`src/rtl/nsrp_pkg.sv`:
```
// ---------------------------------------------------------------------------
// Netstring request parser package
// Shared phase type, result kinds, character codes and the result struct.
// ---------------------------------------------------------------------------
`default_nettype none

package nsrp_pkg;

    typedef enum logic [3:0] {
        PH_UID_LEN,
        PH_UID_VAL,
        PH_UID_COMMA,
        PH_CNT_LEN,
        PH_CNT_VAL,
        PH_CNT_COMMA,
        PH_BLK_LEN,
        PH_BLK_DATA,
        PH_BLK_COMMA,
        PH_DONE
    } phase_t;

    localparam logic [2:0] KIND_UID    = 3'd0;
    localparam logic [2:0] KIND_COUNT  = 3'd1;
    localparam logic [2:0] KIND_ARG    = 3'd2;
    localparam logic [2:0] KIND_ACCEPT = 3'd3;
    localparam logic [2:0] KIND_ERROR  = 3'd4;

    localparam logic [33:0] LEN_LIMIT  = 34'd999999999;
    localparam logic [7:0]  CHAR_COLON = 8'h3A;
    localparam logic [7:0]  CHAR_COMMA = 8'h2C;
    localparam logic [7:0]  CHAR_ZERO  = 8'h30;

    typedef struct packed {
        logic        valid;
        logic [2:0]  kind;
        logic [31:0] value;
        logic        arg_end;
    } result_t;

endpackage

`default_nettype wire

```
`src/rtl/nsrp_engine.sv`:
```
// ---------------------------------------------------------------------------
// Netstring request parser engine
// Holds the parse state and works out one byte's result per cycle if stepped.
// ---------------------------------------------------------------------------
`default_nettype none

module nsrp_engine
(
    input  wire logic             clk,
    input  wire logic             rst_n,
    input  wire logic             step,
    input  wire logic [7:0]       in_byte,
    input  wire logic             stream_end,
    output nsrp_pkg::result_t     res
);

    nsrp_pkg::phase_t phase_reg;
    nsrp_pkg::phase_t phase_next;
    logic [33:0]      len_reg;
    logic [33:0]      len_next;
    logic [31:0]      acc_reg;
    logic [31:0]      acc_next;
    logic [31:0]      count_reg;
    logic [31:0]      count_next;
    logic [33:0]      nul_reg;
    logic [33:0]      nul_next;

    logic [7:0]  digit;
    logic        is_digit;
    logic        is_colon;
    logic        is_comma;
    logic        is_nul;
    logic        len_over;
    logic        len_zero;
    logic [33:0] len_mul;
    logic [33:0] len_dec;
    logic        last_byte;
    logic [31:0] acc_mul;
    logic [33:0] nul_inc;
    logic        count_ok;
    logic        active;

    assign digit     = in_byte - nsrp_pkg::CHAR_ZERO;
    assign is_digit  = digit < 8'd10;
    assign is_colon  = in_byte == nsrp_pkg::CHAR_COLON;
    assign is_comma  = in_byte == nsrp_pkg::CHAR_COMMA;
    assign is_nul    = in_byte == 8'd0;
    assign len_over  = len_reg > nsrp_pkg::LEN_LIMIT;
    assign len_zero  = len_reg == 34'd0;
    assign len_mul   = {len_reg[30:0], 3'b000} + {len_reg[32:0], 1'b0} + {26'd0, digit};
    assign len_dec   = len_reg - 34'd1;
    assign last_byte = len_dec == 34'd0;
    assign acc_mul   = {acc_reg[28:0], 3'b000} + {acc_reg[30:0], 1'b0} + {24'd0, digit};
    assign nul_inc   = nul_reg + {33'd0, is_nul};
    assign count_ok  = !count_reg[31] && (nul_inc == {2'b00, count_reg});
    assign active    = step && (phase_reg != nsrp_pkg::PH_DONE);

    always_comb
    begin
        phase_next = phase_reg;
        len_next   = len_reg;
        acc_next   = acc_reg;
        count_next = count_reg;
        nul_next   = nul_reg;
        if (active)
        begin
            if (stream_end)
            begin
                phase_next = nsrp_pkg::PH_DONE;
            end
            else
            begin
                unique case (phase_reg)
                    nsrp_pkg::PH_UID_LEN, nsrp_pkg::PH_CNT_LEN:
                    begin
                        if (is_colon)
                        begin
                            acc_next = 32'd0;
                            if (phase_reg == nsrp_pkg::PH_UID_LEN)
                                phase_next = len_zero ? nsrp_pkg::PH_UID_COMMA
                                                      : nsrp_pkg::PH_UID_VAL;
                            else
                                phase_next = len_zero ? nsrp_pkg::PH_CNT_COMMA
                                                      : nsrp_pkg::PH_CNT_VAL;
                        end
                        else if (!is_digit || len_over)
                            phase_next = nsrp_pkg::PH_DONE;
                        else
                            len_next = len_mul;
                    end
                    nsrp_pkg::PH_UID_VAL, nsrp_pkg::PH_CNT_VAL:
                    begin
                        if (!is_digit)
                            phase_next = nsrp_pkg::PH_DONE;
                        else
                        begin
                            acc_next = acc_mul;
                            len_next = len_dec;
                            if (last_byte)
                                phase_next = (phase_reg == nsrp_pkg::PH_UID_VAL)
                                             ? nsrp_pkg::PH_UID_COMMA
                                             : nsrp_pkg::PH_CNT_COMMA;
                        end
                    end
                    nsrp_pkg::PH_UID_COMMA:
                    begin
                        if (!is_comma)
                            phase_next = nsrp_pkg::PH_DONE;
                        else
                        begin
                            len_next   = 34'd0;
                            phase_next = nsrp_pkg::PH_CNT_LEN;
                        end
                    end
                    nsrp_pkg::PH_CNT_COMMA:
                    begin
                        if (!is_comma)
                            phase_next = nsrp_pkg::PH_DONE;
                        else
                        begin
                            count_next = acc_reg;
                            len_next   = 34'd0;
                            phase_next = nsrp_pkg::PH_BLK_LEN;
                        end
                    end
                    nsrp_pkg::PH_BLK_LEN:
                    begin
                        if (is_colon)
                        begin
                            if (len_zero)
                                phase_next = nsrp_pkg::PH_DONE;
                            else
                            begin
                                nul_next   = 34'd0;
                                phase_next = nsrp_pkg::PH_BLK_DATA;
                            end
                        end
                        else if (!is_digit || len_over)
                            phase_next = nsrp_pkg::PH_DONE;
                        else
                            len_next = len_mul;
                    end
                    nsrp_pkg::PH_BLK_DATA:
                    begin
                        nul_next = nul_inc;
                        len_next = len_dec;
                        if (last_byte)
                            phase_next = (!is_nul || !count_ok) ? nsrp_pkg::PH_DONE
                                                                : nsrp_pkg::PH_BLK_COMMA;
                    end
                    default:
                    begin
                        phase_next = nsrp_pkg::PH_DONE;
                    end
                endcase
            end
        end
    end

    always_comb
    begin
        res = '{valid: 1'b0, kind: nsrp_pkg::KIND_ERROR, value: 32'd0, arg_end: 1'b0};
        if (active)
        begin
            if (stream_end)
                res.valid = 1'b1;
            else
            begin
                unique case (phase_reg)
                    nsrp_pkg::PH_UID_LEN, nsrp_pkg::PH_CNT_LEN:
                        res.valid = !is_colon && (!is_digit || len_over);
                    nsrp_pkg::PH_BLK_LEN:
                        res.valid = is_colon ? len_zero : (!is_digit || len_over);
                    nsrp_pkg::PH_UID_VAL, nsrp_pkg::PH_CNT_VAL:
                        res.valid = !is_digit;
                    nsrp_pkg::PH_UID_COMMA:
                    begin
                        res.valid = 1'b1;
                        if (is_comma)
                        begin
                            res.kind  = nsrp_pkg::KIND_UID;
                            res.value = acc_reg;
                        end
                    end
                    nsrp_pkg::PH_CNT_COMMA:
                    begin
                        res.valid = 1'b1;
                        if (is_comma)
                        begin
                            res.kind  = nsrp_pkg::KIND_COUNT;
                            res.value = acc_reg;
                        end
                    end
                    nsrp_pkg::PH_BLK_DATA:
                    begin
                        res.valid = 1'b1;
                        if (!(last_byte && (!is_nul || !count_ok)))
                        begin
                            res.kind    = nsrp_pkg::KIND_ARG;
                            res.value   = {24'd0, in_byte};
                            res.arg_end = is_nul;
                        end
                    end
                    nsrp_pkg::PH_BLK_COMMA:
                    begin
                        res.valid = 1'b1;
                        if (is_comma)
                            res.kind = nsrp_pkg::KIND_ACCEPT;
                    end
                    default:
                    begin
                        res.valid = 1'b0;
                    end
                endcase
            end
        end
    end

    always_ff @(posedge clk or negedge rst_n)
    begin
        if (!rst_n)
        begin
            phase_reg <= nsrp_pkg::PH_UID_LEN;
            len_reg   <= 34'd0;
            acc_reg   <= 32'd0;
            count_reg <= 32'd0;
            nul_reg   <= 34'd0;
        end
        else
        begin
            phase_reg <= phase_next;
            len_reg   <= len_next;
            acc_reg   <= acc_next;
            count_reg <= count_next;
            nul_reg   <= nul_next;
        end
    end

endmodule

`default_nettype wire

```
`src/rtl/netstring_request_parser.sv`:
```
// ---------------------------------------------------------------------------
// Netstring request parser
// Parses a uid, an argument count and an argument block from a byte stream.
// ---------------------------------------------------------------------------
// Pipeline: a beat is taken into the input register, and the engine's result
// for it is registered in the output register once the output side has room.
// Throughput: one input beat per cycle while the output side is ready.
// The engine's state update for each beat sets that figure.
// Reset clears the parse state and the valid flags of both pipeline registers.
`default_nettype none

module netstring_request_parser
(
    input  wire logic        clk,
    input  wire logic        rst_n,
    input  wire logic        s_axis_tvalid,
    output logic             s_axis_tready,
    input  wire logic [7:0]  s_axis_tdata,   // [7:0] in_byte
    input  wire logic        s_axis_tuser,   // [0] stream_end
    output logic             m_axis_tvalid,
    input  wire logic        m_axis_tready,
    output logic [31:0]      m_axis_tdata,   // [31:0] value
    output logic [2:0]       m_axis_tuser,   // [2:0] kind
    output logic             m_axis_tlast    // arg_end
);

    logic              in_valid_reg;
    logic [7:0]        in_byte_reg;
    logic              in_end_reg;
    logic              out_valid_reg;
    logic [31:0]       out_value_reg;
    logic [2:0]        out_kind_reg;
    logic              out_end_reg;
    logic              advance;
    logic              out_free;
    nsrp_pkg::result_t res;

    assign out_free      = !out_valid_reg || m_axis_tready;
    assign advance       = in_valid_reg && out_free;
    assign s_axis_tready = !in_valid_reg || advance;

    nsrp_engine u_engine
    (
        .clk        (clk),
        .rst_n      (rst_n),
        .step       (advance),
        .in_byte    (in_byte_reg),
        .stream_end (in_end_reg),
        .res        (res)
    );

    always_ff @(posedge clk or negedge rst_n)
    begin
        if (!rst_n)
        begin
            in_valid_reg  <= 1'b0;
            out_valid_reg <= 1'b0;
        end
        else
        begin
            if (s_axis_tready)
                in_valid_reg <= s_axis_tvalid;
            if (out_free)
                out_valid_reg <= advance && res.valid;
        end
    end

    always_ff @(posedge clk)
    begin
        if (s_axis_tready && s_axis_tvalid)
        begin
            in_byte_reg <= s_axis_tdata;
            in_end_reg  <= s_axis_tuser;
        end
        if (advance && res.valid)
        begin
            out_value_reg <= res.value;
            out_kind_reg  <= res.kind;
            out_end_reg   <= res.arg_end;
        end
    end

    assign m_axis_tvalid = out_valid_reg;
    assign m_axis_tdata  = out_value_reg;
    assign m_axis_tuser  = out_kind_reg;
    assign m_axis_tlast  = out_end_reg;

    a_result_needs_step: assert property (@(posedge clk) disable iff (!rst_n)
        res.valid |-> advance)
        else $error("Result produced without a beat in the input register.");

    a_input_held: assert property (@(posedge clk) disable iff (!rst_n)
        (in_valid_reg && !advance) |=> (in_valid_reg && $stable(in_byte_reg)
                                        && $stable(in_end_reg)))
        else $error("Stalled input beat was lost or changed.");

    a_end_only_on_arg: assert property (@(posedge clk) disable iff (!rst_n)
        (res.valid && res.arg_end) |-> (res.kind == nsrp_pkg::KIND_ARG))
        else $error("Argument end mark on a non-argument result.");

    a_final_value_zero: assert property (@(posedge clk) disable iff (!rst_n)
        (res.valid && (res.kind == nsrp_pkg::KIND_ACCEPT
                       || res.kind == nsrp_pkg::KIND_ERROR)) |-> (res.value == 32'd0))
        else $error("Accept or error result carries a nonzero value.");

endmodule

`default_nettype wire
```
`config.mk`:
```
export PLATFORM = sky130hd
export DESIGN_NAME = netstring_request_parser
export DESIGN_NICKNAME = d
export VERILOG_FILES = /design/src/rtl/nsrp_pkg.sv /design/src/rtl/nsrp_engine.sv /design/src/rtl/netstring_request_parser.sv
export SDC_FILE = /design/constraint.sdc
export NUM_CORES = 1
export LEC_CHECK = 0
export ABC_AREA = 0
export BUFFER_PORTS_ARGS = -buffer_cell sky130_fd_sc_hd__buf_4
export CELL_PAD_IN_SITES_DETAIL_PLACEMENT = 1
export CELL_PAD_IN_SITES_GLOBAL_PLACEMENT = 1
export CORE_MARGIN = 5
export CORE_UTILIZATION = 40
export CTS_BUF_LIST = sky130_fd_sc_hd__clkbuf_16
export CTS_CLUSTER_DIAMETER = 50
export DETAILED_ROUTE_END_ITERATION = 8
export PLACE_DENSITY = 0.75
export SYNTH_ARGS = -nofsm -noshare
export SYNTH_HDL_FRONTEND = slang
export SYNTH_SLANG_ARGS = --single-unit
```
`constraint.sdc`:
```
create_clock -name clk -period 5.9 [get_ports clk]
set_clock_uncertainty 0.2 [all_clocks]
set_input_delay 0.59 -clock clk [delete_from_list [all_inputs] [get_ports clk]]
set_output_delay 0.59 -clock clk [all_outputs]
set_load 0.02 [all_outputs]
```
After elaboration in Yosys (flattened, before gate mapping) --
Cells that the tools add are included.
Word-level totals: register bits after elaboration 183, input port bits 13, logic and storage cells 121
Cells by class: add/sub/neg operators 7, $lt $le $gt $ge 2, equal/unequal tests 21, mux-type cells 39, bitwise logic cells 3, reduce and logical (&&, ||, !) cells 37
Operators by type and width (number):
- $mux W34 | 6
- $pmux W34 S4 | 1
- $pmux W32 S3 | 1
- $mux W36 | 2
- $mux W35 | 2
- $logic_not A34 Y1 | 2
- $pmux W34 S2 | 1
- $mux W32 | 2
- $pmux W32 S2 | 1
- $mux W4 | 11
- $mux W37 | 1
- $add A34 B1 Y34 | 1
- $add A34 B34 Y34 | 1
- $add A34 B8 Y34 | 1
- $eq A34 B32 Y1 | 1
- $gt A34 B30 Y1 const B | 1
- $sub A34 B1 Y34 const B | 1
- $add A32 B32 Y32 | 1
- $add A32 B8 Y32 | 1
- $pmux W4 S6 | 1
- $eq A4 B3 Y1 const B | 4
- $eq A8 B6 Y1 const B | 2
- $pmux W3 S4 | 1
- $reduce_and A5 Y1 | 2
- other kinds (27) | 61

Logic depth before layout (Yosys ltp) --
depth after elaboration 12, depth in mapped cells 18

Cells and area by module --
From an unflattened synthesis, not the netlist that was laid out.
Second synthesis, totals: cell total of the unflattened synthesis 1562, area total of the unflattened synthesis 14277.4 um2
By module, submodules not included:
- nsrp_engine | times used 1, cells each 1507, area an instance 12814.8 um2
- netstring_request_parser | times used 1, cells each 55, area an instance 1462.7 um2

Worst setup path before layout --
OpenSTA, ideal clock, no wires.
path kind register to register, from register in_byte_reg[4], to register u_engine.len_reg[32], data arrival time 3778 ps, data required time 5618 ps, setup slack 1840 ps, cell stages (with the launch flop) 17, path buffers 0, cells stage by stage edfxtp_1 > inv_1 > ha_1 > inv_1 > fa_1 > inv_1 > ha_1 > o21ai_0 > o31ai_1 > a22oi_2 > a21oi_2 > and4_4 > o31a_1 > a221oi_4 > o21ai_2 > or4b_1 > a31oi_1
On the way: longest elaborated chain between the ends 6
RTL lines:
- start: declaration | line netstring_request_parser.sv:28 | logic [7:0] in_byte_reg;
- start signal: assignment | line netstring_request_parser.sv:72 | in_byte_reg <= s_axis_tdata;
- parallel branches: the longest is 6 deep, another holds $add A34 B8 Y34
- end signal: assignment | line nsrp_engine.sv:232 | len_reg <= len_next;
- end: declaration | line nsrp_engine.sv:19 | logic [33:0] len_reg;
Several ways; the timed one is not identified. The select of a mux whose other input is x is not followed. A chain may end at the register's enable or synchronous reset.

Worst setup path after layout --
from register in_byte_reg[4], to register u_engine.acc_reg[30]
On the way: longest elaborated chain between the ends 4
RTL lines:
- $sub A8 B6 Y8 | line nsrp_engine.sv:43 | assign digit = in_byte - nsrp_pkg::CHAR_ZERO;
- $add A32 B8 Y32 / $lt A8 B4 Y1 (equally long branches) | line nsrp_engine.sv:53, nsrp_engine.sv:44
- $mux W32 / $ne A2 B1 Y1 (equally long branches)
- $pmux W32 S2 / $reduce_and A5 Y1 (equally long branches)
- end signal: assignment | line nsrp_engine.sv:233 | acc_reg <= acc_next;
- end: declaration | line nsrp_engine.sv:21 | logic [31:0] acc_reg;
Parallel ways exist; a longest one is shown, timed or not. The select of a mux whose other input is x is not followed.

==> impl_metrics.ini <==
[outcome]
outcome = finished, violations left
violations = negative hold slack

[floorplanning]
die-width_microns = 199
initial_core_util = 0.403
coreArea_sq_um = 35400
rows = 69
ios = 51
die-area_sq_um = 39600
fp.dieH_microns = 199

[global_routing]
grt_pass1_vias = 13200
grt_pass1_wl_mm = 71.8
antenna_found_initial = 0
grt_usage = 0.223
grt_start_max_net_pins = 86
grt_overflow = 0

[clock_tree]
htreeDepth = 4
post_cts_buffers = 0
insertion_delay_ps = 460
cts_hold_buf = 0
clkSlewWorstSetupHoldPaths_ps = 80
numCtsBuffers = 17
cts_root_buffer = clkbuf_16
cts_tree = built
cts.repair.resized = 0
clkSinkCount = 183
clock_path_buffers = 2

[place]
place.gp.congestion = 0.833
io_buffers = 50
place_hpwl_mm = 31.7
placed_area_sq_um = 15000

[power_and_ir_drop]
cellPowerDensity_nw_per_um2 = 209
ir_drop_uv = 208
leakage_nw = 6.90

[timing]
rsz0062_at_grt = false
hold-worst-slack_ps = -6.98
tightest_slew_ps = 1220
setup_viol = 0
final_hold_viol_count = 11
finalMaxSlewViolations = 0
finalCritPeriodShare = 0.844
period_minus_slack_ps = 4980
totalNegativeSetupSlack_ps = 0
fmax_mhz = 201
slew-limit-headroom = 0.183

[worst_setup_path]
crit_path_max_incr_delay_ps = 590
cp_top_family = compound AO/OA/AOI/OAI gates
slowest_stage = o41ai_1
crit_arrival_ps = 5100
crit_path_start_kind = register
required_ps = 6020
r2r_cells = 15
cp_cell_sequence = ha_1 -> xor2_1 -> fa_1 -> inv_1 -> ha_1 -> o21a_1 -> o31a_1 -> o41a_1 -> o21ai_1 -> nor3_1 -> o41ai_1 -> a21oi_1 -> a21oi_1 -> xor2_1 -> o21ai_0
crit_type = register to register
cp_num_buf_inv = 1
end_kind = register
path_max_fanout = 7
path_depth = 15

[route]
dr.pass1.iters = 5
wl_per_cell_microns = 21.2
finalWirelength_mm = 43.5
drc = 0
antenna_left = 0
drt_iter0_drc = 769
via_count = 12500
viasPerCell = 6.09

[cells_and_area]
nNetsFinal = 1726
drive_gt1_frac = 0.109
insertedDiodeCount = 0
fillers = 4147
finalInstanceArea_sq_um = 15600
synthToLayoutAreaGrowth_pct = 9.18

[synthesis]
ys_seq_elements = 183
async_reset_ff_frac = 0.754
synth_seq_area_share = 0.337
netlist_area_sq_um = 14300
synth_nets = 1718
postSynthCellCount = 1571
synth-edff-count = 45
synth-main-ff-cell = dfrtp_1
ys.warnings.count = 0
avgSynthCellArea_sq_um = 9.08
ys_types = 102

[min_path]
hold_path.class = primary input to asynchronous set/reset pin

[flow_run]
cap_violations = 0
==> area by class of cell <==
cell class | instances | area, sq um | share of cell area
clock buffer | 18 | 450 | 0.0289
clock inverter | 14 | 126 | 0.00811
inverter | 48 | 180 | 0.0116
multi-input combinational | 1266 | 8960 | 0.575
sequential | 183 | 4800 | 0.308
tap | 461 | 577 | 0.0370
timing repair buffer | 63 | 477 | 0.0306
==> stage by stage <==
| step | power (mW) | utilization | instances | setup slack, ps |
|---|---|---|---|---|
| after global routing | 3.40 | 0.440 | 2053 | 666 |
| after global placement | 2.07 | 0.424 | 2021 | 1260 |
| final | 3.25 | 0.440 | 2053 | 920 |
| after detailed placement | 2.09 | 0.424 | 2021 | 1130 |
| after CTS | 3.27 | 0.440 | 2053 | 998 |
| after floorplan | 1.87 | - | 1571 | 1840 |
==> final timing paths <==
check / startpoint / to / slack, ps
worst max-delay path: in_byte_reg[4] / u_engine.acc_reg[30] / 920
worst max register to register: in_byte_reg[4] / u_engine.acc_reg[30] / 920
min in group clk: s_axis_tdata[0] / in_byte_reg[0] / 110
worst min-delay path: rst_n / u_engine.len_reg[14] / -7
max in group asynchronous: rst_n / u_engine.phase_reg[3] / 4160
worst min register to register: u_engine.nul_reg[0] / u_engine.nul_reg[0] / 310
==> cell families (layout without fill, tap and decap cells) <==
kind of cell / count (synthesis) / in the layout / share of synthesized area
buf+inv: 122 / 143 / 0.0355
xor+xnor: 104 / 104 / 0.0638
compound gates: 461 / 461 / 0.207
fa+ha+maj: 134 / 134 / 0.124
mux: 39 / 39 / 0.0301
flops: 183 / 183 / 0.337
simple gates: 528 / 528 / 0.203
==> layer usage <==
metal	GRT usage	share of wire	vias to the layer above
met5	0	0	-
met4	0.0527	0.018	0
met3	0.0276	0.031	59
met2	0.378	0.48	216
met1	0.305	0.47	6377
li1	-	-	5858
==> where the power goes <==
| group | internal [mW] | switching, mW |
|---|---|---|
| registers | 1.35 | 0.0780 |
| clock network | 0.584 | 0.598 |
| logic | 0.237 | 0.400 |
| total | 2.18 | 1.08 |
==> placed cells by master, fill, tap and decap left out, types with 45 or more instances in the layout <==
cell type,Yosys,final
o21ai_0,161,160
dfrtp_1,138,138
nand2_1,128,128
ha_1,122,122
a21oi_1,93,93
nor2_1,88,87
xnor2_1,62,62
buf_4,3,62
inv_1,48,48
edfxtp_1,45,45
==> cells in the mapped netlist, drive strengths merged, types with 21 or more instances <==
cell type	count	area (sq um)
o21ai	166	835
dfrtp	138	3450
nand2	131	499
ha	122	1530
a21oi	94	474
nor2	91	368
xnor2	62	543
clkbuf	52	198
inv	48	180
edfxtp	45	1350
xor2	42	368
and2	41	258
nor3	41	236
nand3	37	198
nor4	34	268
o31ai	34	255
mux2	31	349
buf	22	129
nand2b	22	145
and3	21	133
nand4	21	131
==> worst reg2reg max path, stage by stage, from the launching register on <==
cell and delay [ps]:
edfxtp_1 540, ha_1 300, xor2_1 440, fa_1 510, inv_1 80, ha_1 260
o21a_1 120, o31a_1 140, o41a_1 380, o21ai_1 520, nor3_1 150, o41ai_1 590
a21oi_1 140, a21oi_1 200, xor2_1 170, o21ai_0 110
No activity file was read; power rests on OpenSTA's default activity.
